$ cat config.mk
export PLATFORM = sky130hd
export DESIGN_NAME = tick_timed_delay_queue
export DESIGN_NICKNAME = d
export VERILOG_FILES = /design/src/hdl/tdq_pkg.sv /design/src/hdl/tick_timed_delay_queue.sv /design/src/hdl/tdq_ram.sv
export SDC_FILE = /design/constraint.sdc
export NUM_CORES = 1
export LEC_CHECK = 0
export ABC_CLOCK_PERIOD_IN_PS = 10100
export BUFFER_PORTS_ARGS = -buffer_cell sky130_fd_sc_hd__buf_2
export CAP_MARGIN = 15
export CORE_MARGIN = 3
export CORE_UTILIZATION = 53
export CTS_CLUSTER_DIAMETER = 100
export CTS_CLUSTER_SIZE = 40
export DETAILED_ROUTE_END_ITERATION = 12
export GPL_ROUTABILITY_DRIVEN = 0
export PLACE_DENSITY_LB_ADDON = 0.12
export SYNTH_ARGS = -nofsm -noshare
export SYNTH_HDL_FRONTEND = slang
export SYNTH_SLANG_ARGS = --single-unit
$ cat constraint.sdc
create_clock -name clk -period 10.1 [get_ports clk]
set_clock_uncertainty 0.1 [all_clocks]
set_input_delay 1.01 -clock clk [delete_from_list [all_inputs] [get_ports clk]]
set_output_delay 1.01 -clock clk [all_outputs]
set_load 0.03 [all_outputs]
$ cat src/hdl/tdq_pkg.sv
// Shared types and constants for the tick-timed delay queue.
package tdq_pkg;

  typedef enum logic [1:0] {
    OP_TICK   = 2'd0,
    OP_DELAY  = 2'd1,
    OP_CANCEL = 2'd2,
    OP_READ   = 2'd3
  } opcode_t;

  localparam int TASK_W      = 8;
  localparam int DELAY_W     = 31;
  localparam int TIME_W      = 32;
  localparam int ACC_W       = 64;
  localparam int INC_W       = 40;
  localparam logic [INC_W-1:0] INC_RESET = 40'd235899210422;

  localparam int MAX_RESULTS = 16;
  localparam int RES_CNT_W   = $clog2(MAX_RESULTS + 1);

  localparam int IN_TDATA_W  = 40;
  localparam int IN_TUSER_W  = 2;
  localparam int OUT_TDATA_W = 40;
  localparam int OUT_TUSER_W = 2;

  localparam int UB_WOKEN    = 0;
  localparam int UB_STATUS   = 1;

endpackage

$ cat src/hdl/tick_timed_delay_queue.sv
// Top level: fixed-point ms clock and wake-time sorted task queue with a sequencer.
//
//  channel | dir | handshake            | payload
//  in_     | in  | in_tvalid/in_tready  | tuser opcode, tdata task_id + delay_ms
//  out_    | out | out_tvalid/out_tready| tuser woken/status, tdata task + now, tlast
//  cfg_    | in  | cfg_we               | cfg_wdata ms increment (8.32)
//
// One item at a time; in_tready is high only while the sequencer is idle.
// Tick: S_TRD, then S_TCHK once per woken task and once more if it stops at an entry not yet due;
// cancel: S_CSTART, then S_CCHK per entry. Delay: S_IRD and S_ICHK per entry moved; S_DONE if full.
// Every queue entry goes through the single queue RAM port pair, one per cycle while not stalled.
// A result waits in the output register; the sequencer stalls only when a new one is due.
// rst_n is synchronous; queue entries are not cleared, the fill count makes them invalid.
module tick_timed_delay_queue #(
  parameter int QUEUE_DEPTH  = 16,
  parameter int TASK_ID_BITS = 8
) (
  input  logic                            clk,
  input  logic                            rst_n,
  input  logic                            in_tvalid,
  output logic                            in_tready,
  input  logic [tdq_pkg::IN_TDATA_W-1:0]  in_tdata,   // task_id, delay_ms, zero pad
  input  logic [tdq_pkg::IN_TUSER_W-1:0]  in_tuser,   // opcode
  output logic                            out_tvalid,
  input  logic                            out_tready,
  output logic [tdq_pkg::OUT_TDATA_W-1:0] out_tdata,  // woken_task, now_ms
  output logic [tdq_pkg::OUT_TUSER_W-1:0] out_tuser,  // woken_valid, status
  output logic                            out_tlast,
  input  logic                            cfg_we,
  input  logic [tdq_pkg::INC_W-1:0]       cfg_wdata
);
  import tdq_pkg::*;

  localparam int AW = $clog2(QUEUE_DEPTH);
  localparam int CW = $clog2(QUEUE_DEPTH + 1);
  localparam int TB = TASK_ID_BITS;
  localparam int EW = TIME_W + TB;

  typedef enum logic [2:0] {
    S_IDLE, S_TRD, S_TCHK, S_IRD, S_ICHK, S_CSTART, S_CCHK, S_DONE
  } state_t;

  state_t              state_r;
  logic [ACC_W-1:0]    acc_r;
  logic [INC_W-1:0]    inc_r;
  logic [CW-1:0]       count_r;
  logic [AW-1:0]       head_r;
  logic [CW-1:0]       idx_r;
  logic [CW-1:0]       wr_r;
  logic [RES_CNT_W-1:0] n_r;
  logic [TB-1:0]       tid_r;
  logic [TIME_W-1:0]   wake_r;
  logic                st_r;
  logic                pend_v_r;
  logic [TB-1:0]       pend_r;

  logic                out_valid_r;
  logic                out_woken_r;
  logic                out_status_r;
  logic                out_last_r;
  logic [TASK_W-1:0]   out_task_r;
  logic [TIME_W-1:0]   out_now_r;

  logic                ram_we;
  logic [AW-1:0]       ram_waddr;
  logic [EW-1:0]       ram_wdata;
  logic [AW-1:0]       ram_raddr;
  logic [EW-1:0]       ram_rdata;

  logic                accept;
  logic                out_free;
  logic                out_load;
  logic [TIME_W-1:0]   now;
  logic [TIME_W-1:0]   rd_wake;
  logic [TB-1:0]       rd_task;
  logic [TB+TASK_W-1:0] in_tid_wide;
  logic [TB+TASK_W-1:0] pend_wide;
  logic [ACC_W-1:0]    acc_sum;
  logic                due;
  logic                later;
  logic                keep;

  function automatic logic [AW-1:0] phys(input logic [AW-1:0] head, input logic [CW-1:0] off);
    logic [CW:0] s;
    s = (CW+1)'(head) + (CW+1)'(off);
    if (s >= (CW+1)'(QUEUE_DEPTH)) begin
      s = s - (CW+1)'(QUEUE_DEPTH);
    end
    return s[AW-1:0];
  endfunction

  assign accept      = in_tvalid && in_tready;
  assign in_tready   = (state_r == S_IDLE);
  assign out_free    = !out_valid_r || out_tready;
  assign out_load    = ((state_r == S_DONE) && out_free) ||
                       ((state_r == S_TCHK) && due && pend_v_r && out_free);
  assign now         = acc_r[ACC_W-1 -: TIME_W];
  assign acc_sum     = acc_r + ACC_W'(inc_r);
  assign rd_wake     = ram_rdata[EW-1 -: TIME_W];
  assign rd_task     = ram_rdata[TB-1:0];
  assign in_tid_wide = {{TB{1'b0}}, in_tdata[TASK_W-1:0]};
  assign pend_wide   = {{TASK_W{1'b0}}, pend_r};
  assign due         = !($signed(rd_wake) > $signed(now));
  assign later       = $signed(rd_wake) > $signed(wake_r);
  assign keep        = (rd_task != tid_r);

  assign out_tvalid  = out_valid_r;
  assign out_tdata   = {out_now_r, out_task_r};
  assign out_tuser   = {out_status_r, out_woken_r};
  assign out_tlast   = out_last_r;

  always_comb begin
    ram_we    = 1'b0;
    ram_waddr = head_r;
    ram_wdata = {wake_r, tid_r};
    ram_raddr = head_r;
    case (state_r)
      S_TCHK: begin
        if (due && (!pend_v_r || out_free)) begin
          ram_raddr = phys(head_r, CW'(1));
        end
      end
      S_IRD: begin
        if (idx_r == '0) begin
          ram_we = 1'b1;
        end else begin
          ram_raddr = phys(head_r, idx_r - CW'(1));
        end
      end
      S_ICHK: begin
        ram_we    = 1'b1;
        ram_waddr = phys(head_r, idx_r);
        if (later) begin
          ram_wdata = ram_rdata;
          if (idx_r > CW'(1)) begin
            ram_raddr = phys(head_r, idx_r - CW'(2));
          end
        end
      end
      S_CCHK: begin
        ram_we    = keep;
        ram_waddr = phys(head_r, wr_r);
        ram_wdata = ram_rdata;
        ram_raddr = phys(head_r, idx_r + CW'(1));
      end
      default: begin
      end
    endcase
  end

  tdq_ram #(
    .WIDTH (EW),
    .DEPTH (QUEUE_DEPTH)
  ) u_queue (
    .clk   (clk),
    .we    (ram_we),
    .waddr (ram_waddr),
    .wdata (ram_wdata),
    .raddr (ram_raddr),
    .rdata (ram_rdata)
  );

  always_ff @(posedge clk) begin
    if (!rst_n) begin
      state_r     <= S_IDLE;
      acc_r       <= '0;
      inc_r       <= INC_RESET;
      count_r     <= '0;
      head_r      <= '0;
      out_valid_r <= 1'b0;
      pend_v_r    <= 1'b0;
      st_r        <= 1'b0;
    end else begin
      if (cfg_we) begin
        inc_r <= cfg_wdata;
      end
      if (out_valid_r && out_tready && !out_load) begin
        out_valid_r <= 1'b0;
      end
      case (state_r)
        S_IDLE: begin
          if (accept) begin
            tid_r    <= in_tid_wide[TB-1:0];
            wake_r   <= now + TIME_W'(in_tdata[TASK_W +: DELAY_W]);
            pend_v_r <= 1'b0;
            st_r     <= (opcode_t'(in_tuser) == OP_DELAY) && (count_r == CW'(QUEUE_DEPTH));
            n_r      <= '0;
            idx_r    <= count_r;
            case (opcode_t'(in_tuser))
              OP_TICK: begin
                acc_r   <= acc_sum;
                state_r <= S_TRD;
              end
              OP_DELAY: begin
                if (count_r == CW'(QUEUE_DEPTH)) begin
                  state_r <= S_DONE;
                end else begin
                  state_r <= S_IRD;
                end
              end
              OP_CANCEL: state_r <= S_CSTART;
              default:   state_r <= S_DONE;
            endcase
          end
        end
        S_TRD: begin
          state_r <= (count_r == '0) ? S_DONE : S_TCHK;
        end
        S_TCHK: begin
          if (!due) begin
            state_r <= S_DONE;
          end else if (!pend_v_r || out_free) begin
            if (pend_v_r) begin
              out_valid_r  <= 1'b1;
              out_woken_r  <= 1'b1;
              out_task_r   <= pend_wide[TASK_W-1:0];
              out_status_r <= 1'b0;
              out_last_r   <= 1'b0;
              out_now_r    <= now;
            end
            pend_r   <= rd_task;
            pend_v_r <= 1'b1;
            head_r   <= phys(head_r, CW'(1));
            count_r  <= count_r - CW'(1);
            n_r      <= n_r + RES_CNT_W'(1);
            if (count_r == CW'(1) || n_r == RES_CNT_W'(MAX_RESULTS - 1)) begin
              state_r <= S_DONE;
            end
          end
        end
        S_IRD: begin
          if (idx_r == '0) begin
            count_r <= count_r + CW'(1);
            state_r <= S_DONE;
          end else begin
            state_r <= S_ICHK;
          end
        end
        S_ICHK: begin
          if (later) begin
            idx_r <= idx_r - CW'(1);
            if (idx_r == CW'(1)) begin
              state_r <= S_IRD;
            end
          end else begin
            count_r <= count_r + CW'(1);
            state_r <= S_DONE;
          end
        end
        S_CSTART: begin
          idx_r   <= '0;
          wr_r    <= '0;
          state_r <= (count_r == '0) ? S_DONE : S_CCHK;
        end
        S_CCHK: begin
          idx_r <= idx_r + CW'(1);
          if (keep) begin
            wr_r <= wr_r + CW'(1);
          end
          if (idx_r + CW'(1) == count_r) begin
            count_r <= keep ? wr_r + CW'(1) : wr_r;
            state_r <= S_DONE;
          end
        end
        S_DONE: begin
          if (out_free) begin
            out_valid_r  <= 1'b1;
            out_woken_r  <= pend_v_r;
            out_task_r   <= pend_v_r ? pend_wide[TASK_W-1:0] : '0;
            out_status_r <= st_r;
            out_last_r   <= 1'b1;
            out_now_r    <= now;
            pend_v_r     <= 1'b0;
            state_r      <= S_IDLE;
          end
        end
        default: state_r <= S_IDLE;
      endcase
    end
  end

`ifndef SYNTHESIS
  a_count_bound: assert property (@(posedge clk) disable iff (!rst_n)
    count_r <= CW'(QUEUE_DEPTH))
    else $error("queue fill count above depth");

  a_tick_adds: assert property (@(posedge clk) disable iff (!rst_n)
    (accept && in_tuser == OP_TICK) |=> acc_r == $past(acc_sum))
    else $error("tick did not advance the clock by the increment");

  a_busy_after_accept: assert property (@(posedge clk) disable iff (!rst_n)
    accept |=> !in_tready)
    else $error("input ready right after a transfer");

  a_woken_ok: assert property (@(posedge clk) disable iff (!rst_n)
    (out_tvalid && out_tuser[UB_WOKEN]) |-> !out_tuser[UB_STATUS])
    else $error("woken result carries full status");
`endif

endmodule

$ cat src/hdl/tdq_ram.sv
// Generic single-write, single-read RAM with registered read data.
module tdq_ram #(
  parameter int WIDTH = 40,
  parameter int DEPTH = 16
) (
  input  logic                     clk,
  input  logic                     we,
  input  logic [$clog2(DEPTH)-1:0] waddr,
  input  logic [WIDTH-1:0]         wdata,
  input  logic [$clog2(DEPTH)-1:0] raddr,
  output logic [WIDTH-1:0]         rdata
);

  logic [WIDTH-1:0] mem [DEPTH];

  always_ff @(posedge clk) begin
    if (we) begin
      mem[waddr] <= wdata;
    end
    rdata <= mem[raddr];
  end

endmodule

Word level (Yosys, flattened, before mapping)
Memory sizes are Yosys's and may differ from the RTL's. A register that Yosys moved wholly into a read port is not among the register bits. Cells that the tools add are included.

Output and inout bits: 45. Memories: 1. Register bits after elaboration: 225. RAM bits: 640. Word-level logic and storage cells: 198. Input port bits: 87.

Add/sub/neg operators: 21. Equal/unequal tests: 27. Bitwise gates (word level): 1. Reduce and logical (&&, ||, !) cells: 39. Mux-type cells: 81. Magnitude comparators: 9.

Memories: u_queue.mem (depth 16, bits a word 40, rd ports 1, clocked after Yosys merged registers in 1, wr ports 1, RTL line tdq_ram.sv:14) `logic [WIDTH-1:0] mem [DEPTH];`.

Operators by type and width (number): 32-bit two-way mux (4); 40-bit one-hot mux with 2 select lines (1); 64-bit by 40-bit adder with 64-bit output (1); 32-bit greater-than comparator (2); 32-bit one-hot mux with 2 select lines (1); 5-bit two-way mux (11); 4-bit two-way mux (10); 40-bit two-way mux (1); 8-bit two-way mux (5); 5-bit one-hot mux with 4 select lines (2); 32-bit by 31-bit adder with 32-bit output (1); 4-bit by 5-bit adder with 6-bit output (5); 6-bit by 5-bit greater-or-equal comparator with 1-bit output, second input constant (5); 3-bit two-way mux (10); 3-bit one-hot mux with 8 select lines (1); 4-bit by 1-bit subtractor with 4-bit output, second input constant (6); 1-bit two-way mux (22); 5-bit by 1-bit adder with 5-bit output, second input constant (4); 5-bit one-hot mux with 2 select lines (2); 6-bit AND reduction (3); 4-bit one-hot mux with 4 select lines (1); 8-bit one-hot mux with 2 select lines (1); 2-bit != test, second input constant (7); 3-bit equality test, second input constant (4); other kinds (36) (68).

Logic depth before layout (Yosys ltp)
Word-level depth: 13. Mapped depth: 17. Gate-level depth less buffers: 16.

By module
A second synthesis with hierarchy kept.

Cells, all modules: 2768. Area total of the unflattened synthesis: 40453.8 um^2.

By module, submodules not included: tdq_ram (cells an instance 1040, sequential area each 20019.2 um^2, area each 25131.6 um^2, times used 1); tick_timed_delay_queue (cells an instance 1728, sequential area each 5565.3 um^2, area each 15322.2 um^2, times used 1).

Worst setup path after synthesis
No wires, ideal clock.

Path kind: reg2reg. From: reg acc_r[61]. To: reg out_now_r[0] (enable). Library setup time: 0.497 ns. Buffers on the path: 0. Clock period less this slack: 5.565 ns. Required time: 9.503 ns. Stages on the path, launching flop included: 10. Setup slack: 4.535 ns. Arrival: 4.969 ns. Path through: dfxtp_1 -> inv_1 -> ha_1 -> a21o_1 -> a2111o_1 -> a41oi_1 -> o221ai_1 -> o21ai_1 -> a21oi_1 -> nor3_1.

Cells in the longest elaborated chain, start to end: 3.

Ends and longest elaborated chain: from (decl) (RTL line tick_timed_delay_queue.sv:44) `logic [ACC_W-1:0] acc_r;`; from (signal assigned) (RTL line tick_timed_delay_queue.sv:191) `acc_r <= acc_sum;`; 32-bit greater-than comparator (RTL line tick_timed_delay_queue.sv:103) `assign due = !($signed(rd_wake) > $signed(now));`; 2-bit != test (no line); 6-bit AND reduction (no line); to (signal assigned) (RTL line tick_timed_delay_queue.sv:219) `out_now_r <= now;`; to (signal assigned) (RTL line tick_timed_delay_queue.sv:272) `out_now_r <= now;`; to (decl) (RTL line tick_timed_delay_queue.sv:62) `logic [TIME_W-1:0] out_now_r;`.

No other way between the ends. A chain may end at the register's enable or synchronous reset.

Worst setup path after layout
From: reg acc_r[34]. To: reg u_queue.rdata[21] (read register of u_queue.mem).

Cells in the longest elaborated chain, start to end: 5.

Ends and longest elaborated chain: 32-bit greater-than comparator (RTL line tick_timed_delay_queue.sv:103); 1-bit logical NOT (RTL line tick_timed_delay_queue.sv:103); 1-bit logical AND (RTL line tick_timed_delay_queue.sv:119) `if (due && (!pend_v_r || out_free)) begin`; 4-bit two-way mux (RTL line tick_timed_delay_queue.sv:119); 4-bit one-hot mux with 4 select lines (RTL line tick_timed_delay_queue.sv:117) `case (state_r)`; to (decl) (RTL line tdq_ram.sv:11) `output logic [WIDTH-1:0] rdata`.

No other way between the ends.

==> metrics.cfg <==
[run_status]
status = finished clean

[synth]
synth_area_leaders = edfxtp_1 (54%), mux2i_1 (15%), dfxtp_1 (7.6%)
ys_async_sr_fraction = 0
yosys.area_share.xor_xnor = 0.0217
synthesis.nets = 3269
synth_edf_count = 746
synth_common_cells = edfxtp_1 (746), mux2i_1 (644), nand2_1 (177)
ys_warn_count = 0
synth_area_leader_cell = edfxtp_1
synth_compound_area_frac = 0.0601
synth_simple_gate_area_frac = 0.0621
synth_mux_area_frac = 0.166
synthFlopType = edfxtp_1
synth_seq_cells = 905
synth_top_family_by_area = multiplexers
ys_seq_area_frac = 0.615
syn_inst = 3015
synthAdderAreaFrac = 0.0513
synth_top_area_share = 0.538
synth_area_per_cell_sq_um = 13.8
syn-cell-area_sq_mm = 0.0416
ys_types = 82
synth_most_common_cell = edfxtp_1

[routing]
drt_iter0_drc = 1690
dr_total_vias = 24500
drt-total-wl_microns = 93800
drt-pass1-iter-count = 7
vias_per_cell = 5.88
route.detailed.drc = 0
wl_per_cell_microns = 22.6
drtAntennaViolNets = 0

[sta]
rsz0062_at_grt = false
fin_crit_ns = 6.13
drv_slew = 0
tightest_slew_ns = 1.21
fmaxAchievable_mhz = 163
fin_crit_sh = 0.607
holdWs_ns = 0.363
relSlewSlack = 0.186
hold_viol = 0
finalSetupViolations = 0
finalSetupTns_ns = 0

[grt]
globalRouteMet1Util = 0.313
met3_usage = 0.0205
track_usage = 0.225
antenna_found_initial = 0
use_met2 = 0.383
grt_max_degree = 139
first_global_vias = 24300
grt_overflow_total = 0
grt_pass1_wl_microns = 142000
grt_most_used_layer = met2

[setup_path]
required_ns = 10.48
end_kind = register
critical_path_class = register to register
path_max_fanout = 111
ff2ff_path_depth = 16
cp.arrival_ns = 6.52
critPathLaunchType = register

[floorplan]
fp.coreArea_sq_mm = 0.0776
die-area_sq_mm = 0.0819
die_w_microns = 286
num_rows = 102
ios = 132
dieHeight_microns = 286
start_util = 0.536

[finish]
nets = 3352
fill_cells = 6216
n_antenna_cell = 0
synthToLayoutAreaGrowth_pct = 7.45
drive_gt1_frac = 0.101
utilization = 0.576

[cts]
clockBufferDepth = 3
htreeDepth = 2
cts_resized = 0
clk_latency_ns = 0.62
clkSinkCount = 905
cts_tree = built
holdBufCountCts = 0
numCtsBuffers = 35
path_clk_slew_ns = 0.13
root_buffer = clkbuf_16
post_cts.repair.setup_buffers = 0

[placed_design]
post-dp-hpwl_microns = 56100
numPortBuffers = 130

[pwr]
ir_drop_v = 0.000340
p_leak_nw = 16.5
p_total_mw = 11.8
power.density_mw_per_mm2 = 263

[worst_hold_path]
hold_path.class = register to register
hold_depth = 2

[run]
maxCapViolations = 0

## logic make-up (layout without fill, tap and decap cells)
group	count (synthesis)	in the layout
AND/OR/NAND/NOR	539	539
XOR/XNOR	103	103
flip-flops	905	905
multiplexers	685	685
adder cells (fa/ha/maj)	167	167
buffers and inverters	221	327
AO/OA/AOI/OAI	395	395
## power by group
part	internal [mW]	switching [mW]	leakage, nW
logic	2.08	2.83	7.90
clock network	0.783	1.18	0.604
registers	4.66	0.244	8.03
total	7.52	4.25	16.5
## layer usage
metal / routed length, microns / up-vias
li1: - / 11500
met4: 2190 / 0
met3: 3730 / 109
met1: 42500 / 12300
met2: 45400 / 547
met5: 0 / -
## final cells by class
class	instances	area (sq um)	area share
Clock inverter	15	273	0.00610
Multi-Input combinational cell	1889	15200	0.340
Inverter	98	369	0.00825
Sequential cell	905	25600	0.572
Timing Repair Buffer	169	998	0.0223
Clock buffer	45	987	0.0221
Tap cell	1040	1300	0.0291
## state kept, by name (all words and copies together) (netlist names), 8 cells and up
signal	cells
u_queue.rdata	40
acc_r	64
wake_r	32
u_queue.mem	640
inc_r	40
pend_r	8
out_now_r	32
out_task_r	8
tid_r	8
## through the flow
| stage | setup WS [ns] | cell area (sq um) | cells |
|---|---|---|---|
| floorplan | 4.53 | 41600 | 3015 |
| global placement | 4.15 | 43400 | 4099 |
| detailed placement | 4.05 | 43400 | 4099 |
| CTS | 4.01 | 44700 | 4159 |
| global route | 3.66 | 44700 | 4161 |
| finish | 3.97 | 44700 | 4161 |
## layout by cell type (no fill, tap or decap), types with 7 or more instances in the layout
master     Yosys  layout
o31ai_1        8       8
clkbuf_16      0      38
o21a_1        19      19
a21oi_1      146     146
dfxtp_1      159     159
o21ai_1        7       7
mux2_2        40      40
and2_1        16      16
nor2_1       135     118
nand3_1       43      43
a211oi_1      16      16
o211ai_1       8       8
nand2b_1      15      15
nand4_1       22      22
edfxtp_1     746     746
ha_1         161     161
or2_2          9       9
xnor2_1       60      60
a31oi_1        9       9
mux2i_1      644     644
and3_1        18      18
or3_1         18      18
xor2_1        43      43
o21ai_0       68      67
nor2b_1       17      17
a21o_1        48      48
buf_4         27      34
inv_1         95      95
buf_2         37     130
nor2_4         0      17
nand2_1      177     176
nor3_1        32      30
## final timing paths
kind	startpoint	slack, ns	end
worst max-delay path	acc_r[34]	3.97	u_queue.rdata[21]
worst min-delay path	acc_r[16]	0.36	acc_r[16]
worst max register to register	acc_r[34]	3.97	u_queue.rdata[21]
worst min register to register	acc_r[16]	0.36	acc_r[16]
## worst max-delay path, cell delays in order, from the launching register on
cell and delay (ns):
dfxtp_1 0.47, inv_1 0.07, ha_1 0.30, o21ai_0 0.16, a21oi_1 0.07, o31ai_1 0.65, a21oi_1 0.34, o21a_1 0.35
nor3_4 0.31, a21oi_1 0.18, o211ai_4 0.54, buf_4 0.89, buf_12 0.57, mux2i_1 0.29, mux2i_1 0.10, mux2i_1 0.20
mux2i_1 0.10
No activity file was read; power rests on OpenSTA's default activity.
